$ cat src/hw/rtl/mandelbrot_escape_iterator_macros.svh
// Assertion macros for the files that check their own logic.
`ifndef MANDELBROT_ESCAPE_ITERATOR_MACROS_SVH
`define MANDELBROT_ESCAPE_ITERATOR_MACROS_SVH

// The consequent must hold in the same cycle as the antecedent.
`define MBE_ASSERT_NOW(label, clk, rst_n, ante, cons, msg) \
  label: assert property (@(posedge clk) disable iff (!rst_n) (ante) |-> (cons)) \
    else $error(msg);

// The consequent must hold in the cycle after the antecedent.
`define MBE_ASSERT_NEXT(label, clk, rst_n, ante, cons, msg) \
  label: assert property (@(posedge clk) disable iff (!rst_n) (ante) |=> (cons)) \
    else $error(msg);

`endif

$ cat src/hw/rtl/mbe_pkg.sv
package mbe_pkg;

  localparam int PIX_W   = 12;
  localparam int DIM_W   = 13;
  localparam int ITER_W  = 16;
  localparam int CFG_IDX_W = 3;
  // Magnitude of pixel times viewport span fits in 44 bits.
  localparam int NUM_W   = 44;
  localparam int PROD_W  = 46;
  localparam int ESCAPE_RADIUS_SQ = 4;

  localparam logic [CFG_IDX_W-1:0] CFG_ITER_LIMIT = 3'd0;
  localparam logic [CFG_IDX_W-1:0] CFG_REAL_MIN   = 3'd1;
  localparam logic [CFG_IDX_W-1:0] CFG_REAL_MAX   = 3'd2;
  localparam logic [CFG_IDX_W-1:0] CFG_IMAG_MIN   = 3'd3;
  localparam logic [CFG_IDX_W-1:0] CFG_IMAG_MAX   = 3'd4;
  localparam logic [CFG_IDX_W-1:0] CFG_WIDTH      = 3'd5;
  localparam logic [CFG_IDX_W-1:0] CFG_HEIGHT     = 3'd6;

  localparam logic [ITER_W-1:0] RST_ITER_LIMIT = 16'd256;
  localparam logic signed [31:0] RST_REAL_MIN  = -32'sd536870912;
  localparam logic signed [31:0] RST_REAL_MAX  = 32'sd268435456;
  localparam logic signed [31:0] RST_IMAG_MIN  = -32'sd402653184;
  localparam logic signed [31:0] RST_IMAG_MAX  = 32'sd402653184;
  localparam logic [DIM_W-1:0] RST_WIDTH       = 13'd1024;
  localparam logic [DIM_W-1:0] RST_HEIGHT      = 13'd1024;

  typedef struct packed {
    logic [PIX_W-1:0] pixel_x;
    logic [PIX_W-1:0] pixel_y;
  } pixel_t;

  typedef struct packed {
    logic              escaped;
    logic [ITER_W-1:0] escape_count;
  } result_t;

  typedef struct packed {
    logic [ITER_W-1:0] iteration_limit;
    logic signed [31:0] real_min;
    logic signed [31:0] real_max;
    logic signed [31:0] imag_min;
    logic signed [31:0] imag_max;
    logic [DIM_W-1:0]  width_pixels;
    logic [DIM_W-1:0]  height_pixels;
  } cfg_t;

  typedef struct packed {
    logic load_pixel;
    logic div_start;
    logic div_sel_y;
    logic load_cx;
    logic load_cy;
    logic mul;
    logic update;
    logic load_result;
  } cmd_t;

  typedef struct packed {
    logic div_done;
    logic escape;
    logic at_limit;
  } status_t;

  // Clamp a signed value to the signed 32-bit range.
  function automatic logic signed [31:0] sat32(input logic signed [64:0] v);
    logic signed [31:0] r;
    if ((&v[64:31]) || !(|v[64:31])) begin
      r = v[31:0];
    end else if (v[64]) begin
      r = 32'sh8000_0000;
    end else begin
      r = 32'sh7FFF_FFFF;
    end
    return r;
  endfunction

endpackage

$ cat src/hw/rtl/mbe_ctrl.sv
module mbe_ctrl (
  input  logic             clk,
  input  logic             rst_n,
  input  logic             in_valid,
  output logic             in_ready,
  output logic             out_valid,
  input  logic             out_ready,
  input  mbe_pkg::status_t st,
  output mbe_pkg::cmd_t    cmd
);

  typedef enum logic [6:0] {
    S_IDLE  = 7'b0000001,
    S_MAPX  = 7'b0000010,
    S_WAITX = 7'b0000100,
    S_MAPY  = 7'b0001000,
    S_WAITY = 7'b0010000,
    S_MUL   = 7'b0100000,
    S_UPD   = 7'b1000000
  } state_t;

  state_t state_r, state_nxt;
  logic   out_valid_r, out_valid_nxt;
  logic   out_free;

  assign out_free = !out_valid_r || out_ready;

  always_comb begin
    state_nxt = state_r;
    cmd       = '0;
    case (state_r)
      S_IDLE: begin
        if (in_valid) begin
          cmd.load_pixel = 1'b1;
          state_nxt      = S_MAPX;
        end
      end
      S_MAPX: begin
        cmd.div_start = 1'b1;
        state_nxt     = S_WAITX;
      end
      S_WAITX: begin
        if (st.div_done) begin
          cmd.load_cx = 1'b1;
          state_nxt   = S_MAPY;
        end
      end
      S_MAPY: begin
        cmd.div_start = 1'b1;
        cmd.div_sel_y = 1'b1;
        state_nxt     = S_WAITY;
      end
      S_WAITY: begin
        if (st.div_done) begin
          cmd.load_cy = 1'b1;
          state_nxt   = S_MUL;
        end
      end
      S_MUL: begin
        cmd.mul   = 1'b1;
        state_nxt = S_UPD;
      end
      S_UPD: begin
        // A finished word holds here until the output register is free.
        if (st.escape || st.at_limit) begin
          if (out_free) begin
            cmd.load_result = 1'b1;
            state_nxt       = S_IDLE;
          end
        end else begin
          cmd.update = 1'b1;
          state_nxt  = S_MUL;
        end
      end
      default: begin
        state_nxt = S_IDLE;
      end
    endcase
  end

  always_comb begin
    out_valid_nxt = out_valid_r;
    if (cmd.load_result) begin
      out_valid_nxt = 1'b1;
    end else if (out_ready) begin
      out_valid_nxt = 1'b0;
    end
  end

  always_ff @(posedge clk) begin
    if (!rst_n) begin
      state_r     <= S_IDLE;
      out_valid_r <= 1'b0;
    end else begin
      state_r     <= state_nxt;
      out_valid_r <= out_valid_nxt;
    end
  end

  assign in_ready  = state_r == S_IDLE;
  assign out_valid = out_valid_r;

endmodule

$ cat config.mk
export PLATFORM = sky130hd
export DESIGN_NAME = mbe_ctrl
export DESIGN_NICKNAME = d
export VERILOG_FILES = /design/src/hw/rtl/mandelbrot_escape_iterator_macros.svh /design/src/hw/rtl/mbe_pkg.sv /design/src/hw/rtl/mbe_ctrl.sv
export SDC_FILE = /design/constraint.sdc
export NUM_CORES = 1
export LEC_CHECK = 0
export ABC_AREA = 1
export BUFFER_PORTS_ARGS = -buffer_cell sky130_fd_sc_hd__buf_2
export CORE_AREA = 2 2 39 41
export CTS_CLUSTER_DIAMETER = 80
export DETAILED_ROUTE_END_ITERATION = 8
export DIE_AREA = 0 0 41 43
export GPL_ROUTABILITY_DRIVEN = 0
export PLACE_DENSITY_LB_ADDON = 0.08
export SLEW_MARGIN = 20
export SYNTH_ARGS = -nofsm -noshare
export SYNTH_HDL_FRONTEND = slang
export SYNTH_SLANG_ARGS = --single-unit
$ cat constraint.sdc
create_clock -name clk -period 1.9 [get_ports clk]
set_clock_uncertainty 0.15 [all_clocks]
set_input_delay 0.38 -clock clk [delete_from_list [all_inputs] [get_ports clk]]
set_output_delay 0.38 -clock clk [all_outputs]
set_load 0.01 [all_outputs]
==> summary.log <==
qor: routing.met2RoutedLength 557 µm
qor: floorplanning.initial_core_util 38.5%
qor: layout.count_of_nets_after_finishing 118
qor: routing.wirelength_met1 590 µm
qor: floorplanning.fp.dieH 43 µm
qor: worst_setup_path.critPathTopFamily simple AND/OR/NAND/NOR gates
qor: worst_setup_path.reg2reg_from state_r[5]
qor: synthesis.register_bit_count_reported_by_yosys 8
qor: cts.cts_made_buffers 3
qor: cts.hold_buffers 0
qor: routing.drt_iter0_drc 8
qor: synthesis.synth.cell_area 533 µm²
qor: outcome.run_status finished clean
qor: worst_setup_path.critPathKind flop to output port
qor: synthesis.yosys.area.top_type sky130_fd_sc_hd__dfxtp_1
qor: global_routing.globalRouteOverflowTotal 0
qor: placed_design.dpl.hpwl 1000 µm
qor: placed_design.dp_slack 338 ps
qor: sta.slew-limit-headroom 84.8%
qor: worst_setup_path.timing.critical_path.buf_inv 3
qor: floorplanning.coreArea 1380 µm²
qor: cts.clk_transition_reported_paths 70 ps
qor: global_routing.grt_max_degree 7
qor: synthesis.instance_count_of_the_mapped_netlist 91
qor: synthesis.synth_area_per_cell 5.86 µm²
qor: synthesis.synth_top_area_share 30.0%
qor: sta.worst_slew_pin_slew 228 ps
qor: sta.finalSetupTns 0 ps
qor: layout.n_antenna_cell 0
qor: synthesis.number_of_synthesized_flops_with_an_enable_pin 0
qor: pwr.p_leak 0.374 nW
qor: global_routing.grt_pass1_vias 521
qor: synthesis.post-synth-top-count-cell sky130_fd_sc_hd__nand2_1
qor: synthesis.yosys-top-cells-count 22 x sky130_fd_sc_hd__nand2_1, 17 x sky130_fd_sc_hd__nor2_1, 10 x sky130_fd_sc_hd__inv_1, 9 x sky130_fd_sc_hd__nand3_1, 8 x sky130_fd_sc_hd__dfxtp_1
qor: synthesis.synth_async_sr_flop_share 0%
qor: sta.hold-worst-slack 240 ps
qor: synthesis.synthesis.yosys.warnings 0
qor: global_routing.grt_use_total 18.7%
qor: cts.clockRootBuffer sky130_fd_sc_hd__clkbuf_4
qor: routing.detail_route.wirelength 1250 µm
qor: synthesis.synth_flop_cell sky130_fd_sc_hd__dfxtp_1
qor: layout.finalCoreUtilization 48.0%
qor: cts.tritoncts yes
qor: routing.wl_met3 64 µm
qor: synthesis.ys_seq_area_share 30.0%
qor: cts.cts_num_sinks 8
qor: sta.final_min_period_over_clock_period 95.5%
qor: routing.detail_route.vias_per_cell 4.57
qor: floorplanning.core.rowCount 14
qor: min_path.worst_hold_path_type input pin to flop
qor: synthesis.yosysUniqueCellTypes 14
qor: global_routing.grt_antenna_before_repair 0
qor: synthesis.yosys-top-cells-area sky130_fd_sc_hd__dfxtp_1 30%, sky130_fd_sc_hd__nand2_1 15%, sky130_fd_sc_hd__nor2_1 12%
qor: floorplanning.die_width 41 µm
qor: layout.final_cells 125
qor: cts.post_cts_buffers 0
qor: routing.drc 0
qor: sta.fmax 551 MHz
qor: routing.route.antenna.remaining_nets 0
qor: worst_setup_path.worstPathCellList inv_2, nand2_2, nor3_4, inv_1, nor2_1, buf_2
qor: routing.drt-pass1-iter-count 4
qor: placed_design.port-buffer-count 16
qor: layout.syn2layout_area_growth 24.6%
qor: pwr.ir_worst_vdd 0.273 mV
qor: worst_setup_path.crit_slowest_cell sky130_fd_sc_hd__dfxtp_1
qor: cts.cts_buffer_depth 2
qor: job.timing.max_cap.violations 0
qor: routing.dr_total_vias 571
qor: worst_setup_path.worstSetupStartpointType flop
qor: sta.timing.final.setup_violations 0
qor: sta.rsz0062_at_grt no
qor: sta.period_needed 1810 ps
qor: placed_design.numPlacedInstances 122
qor: min_path.worst_hold_launch rst_n
qor: worst_setup_path.worstPathArrival 1280 ps
qor: sta.postLayoutSetupSlackWorst 86.4 ps
qor: cts.worstSkewPairLatency 270 ps
qor: floorplanning.die_area 1760 µm²
qor: worst_setup_path.worstSetupEndpointType output port
qor: layout.final_layout_size_suffix_gt1_share 34.9%
qor: sta.final_hold_viol_count 0
qor: worst_setup_path.required 1370 ps
qor: synthesis.syn_nets 98
qor: pwr.power_density 798 nW/µm²
qor: routing.routed_wire_length_per_instance 9.97 µm
qor: worst_setup_path.worstPathMaxFanout 4
qor: worst_setup_path.critical-path-max-stage-delay 320 ps
qor: routing.top_signal_layer_used met4
qor: sta.finalMaxSlewViolations 0
qor: worst_setup_path.crit_start state_r[2]
qor: cts.clock_tree.htree_level_count 1
qor: global_routing.wire_length_of_the_first_global_routing_pass 2170 µm
qor: floorplanning.top_level_ports 17
cell families (layout without fill, tap and decap cells):
family,count (synthesis),after routing,share of synthesized area (%)
AO/OA/AOI/OAI,6,6,5.63
buffers and inverters,18,36,13.4
flip-flops,8,8,30.0
AND/OR/NAND/NOR,59,59,50.9
path summary, 6_finish.rpt:
check | end | slack [ps] | cells after the start
worst max register to register | state_r[4] | 480 | 9
worst max-delay path | cmd[7] | 90 | 6
worst min-delay path | state_r[0] | 240 | 4
worst min register to register | out_valid | 370 | 2
area by class of cell:
cell class / instances / area, µm²
Sequential cell: 8 / 161
Clock buffer: 3 / 22.5
Inverter: 17 / 63.8
Tap cell: 16 / 20.0
Timing Repair Buffer: 16 / 80.1
Fill cell: 152 / 719
Multi-Input combinational cell: 65 / 317
state kept, by name (all words and copies together), names as in the netlist:
signal	flops
out_valid	1
state_r	7
worst register-to-register path: stages (launching register included):
cell                      delay [ps]
sky130_fd_sc_hd__dfxtp_1         360
sky130_fd_sc_hd__inv_2            60
sky130_fd_sc_hd__nand3_1         100
sky130_fd_sc_hd__inv_1            80
sky130_fd_sc_hd__nand3_1         130
sky130_fd_sc_hd__nand2_1          80
sky130_fd_sc_hd__nor2_2          160
sky130_fd_sc_hd__nand2_1          70
sky130_fd_sc_hd__nand2_1          90
sky130_fd_sc_hd__nor2_2           40
per-stage QoR:
stage | power, mW | cell area, µm²
3_3_place_gp | 0.380 | 626
4_1_cts | 0.522 | 648
2_1_floorplan | 0.332 | 533
3_5_place_dp | 0.379 | 626
5_1_grt | 0.568 | 664
6_report | 0.530 | 664
cell usage in the layout (no fill, tap or decap), drive strengths merged:
cell / n
buf: 16
dfxtp: 8
inv: 17
a21oi: 5
nor3: 3
nand3: 9
nor2: 21
clkbuf: 3
o21ai: 1
nand2: 26
per-layer routing:
layer	GRT usage, %	vias to the layer above
met3	3.14	5
met1	25.0	240
met5	0	-
met4	12.0	0
li1	-	313
met2	26.6	13
where the power goes:
group | internal [mW] | switching [mW] | leakage [nW]
Combinational | 0.0707 | 0.122 | 0.295
Sequential | 0.181 | 0.0109 | 0.0656
Clock | 0.0730 | 0.0730 | 0.0138
Total | 0.325 | 0.206 | 0.374
timing repair:
item | 4_1_cts | 5_1_grt
endpoints found under the hold margin | 0 | 0
endpoints found under the setup margin | 0 | 2
resized for setup | 0 | 4
Power figures use the tool's default switching activity.
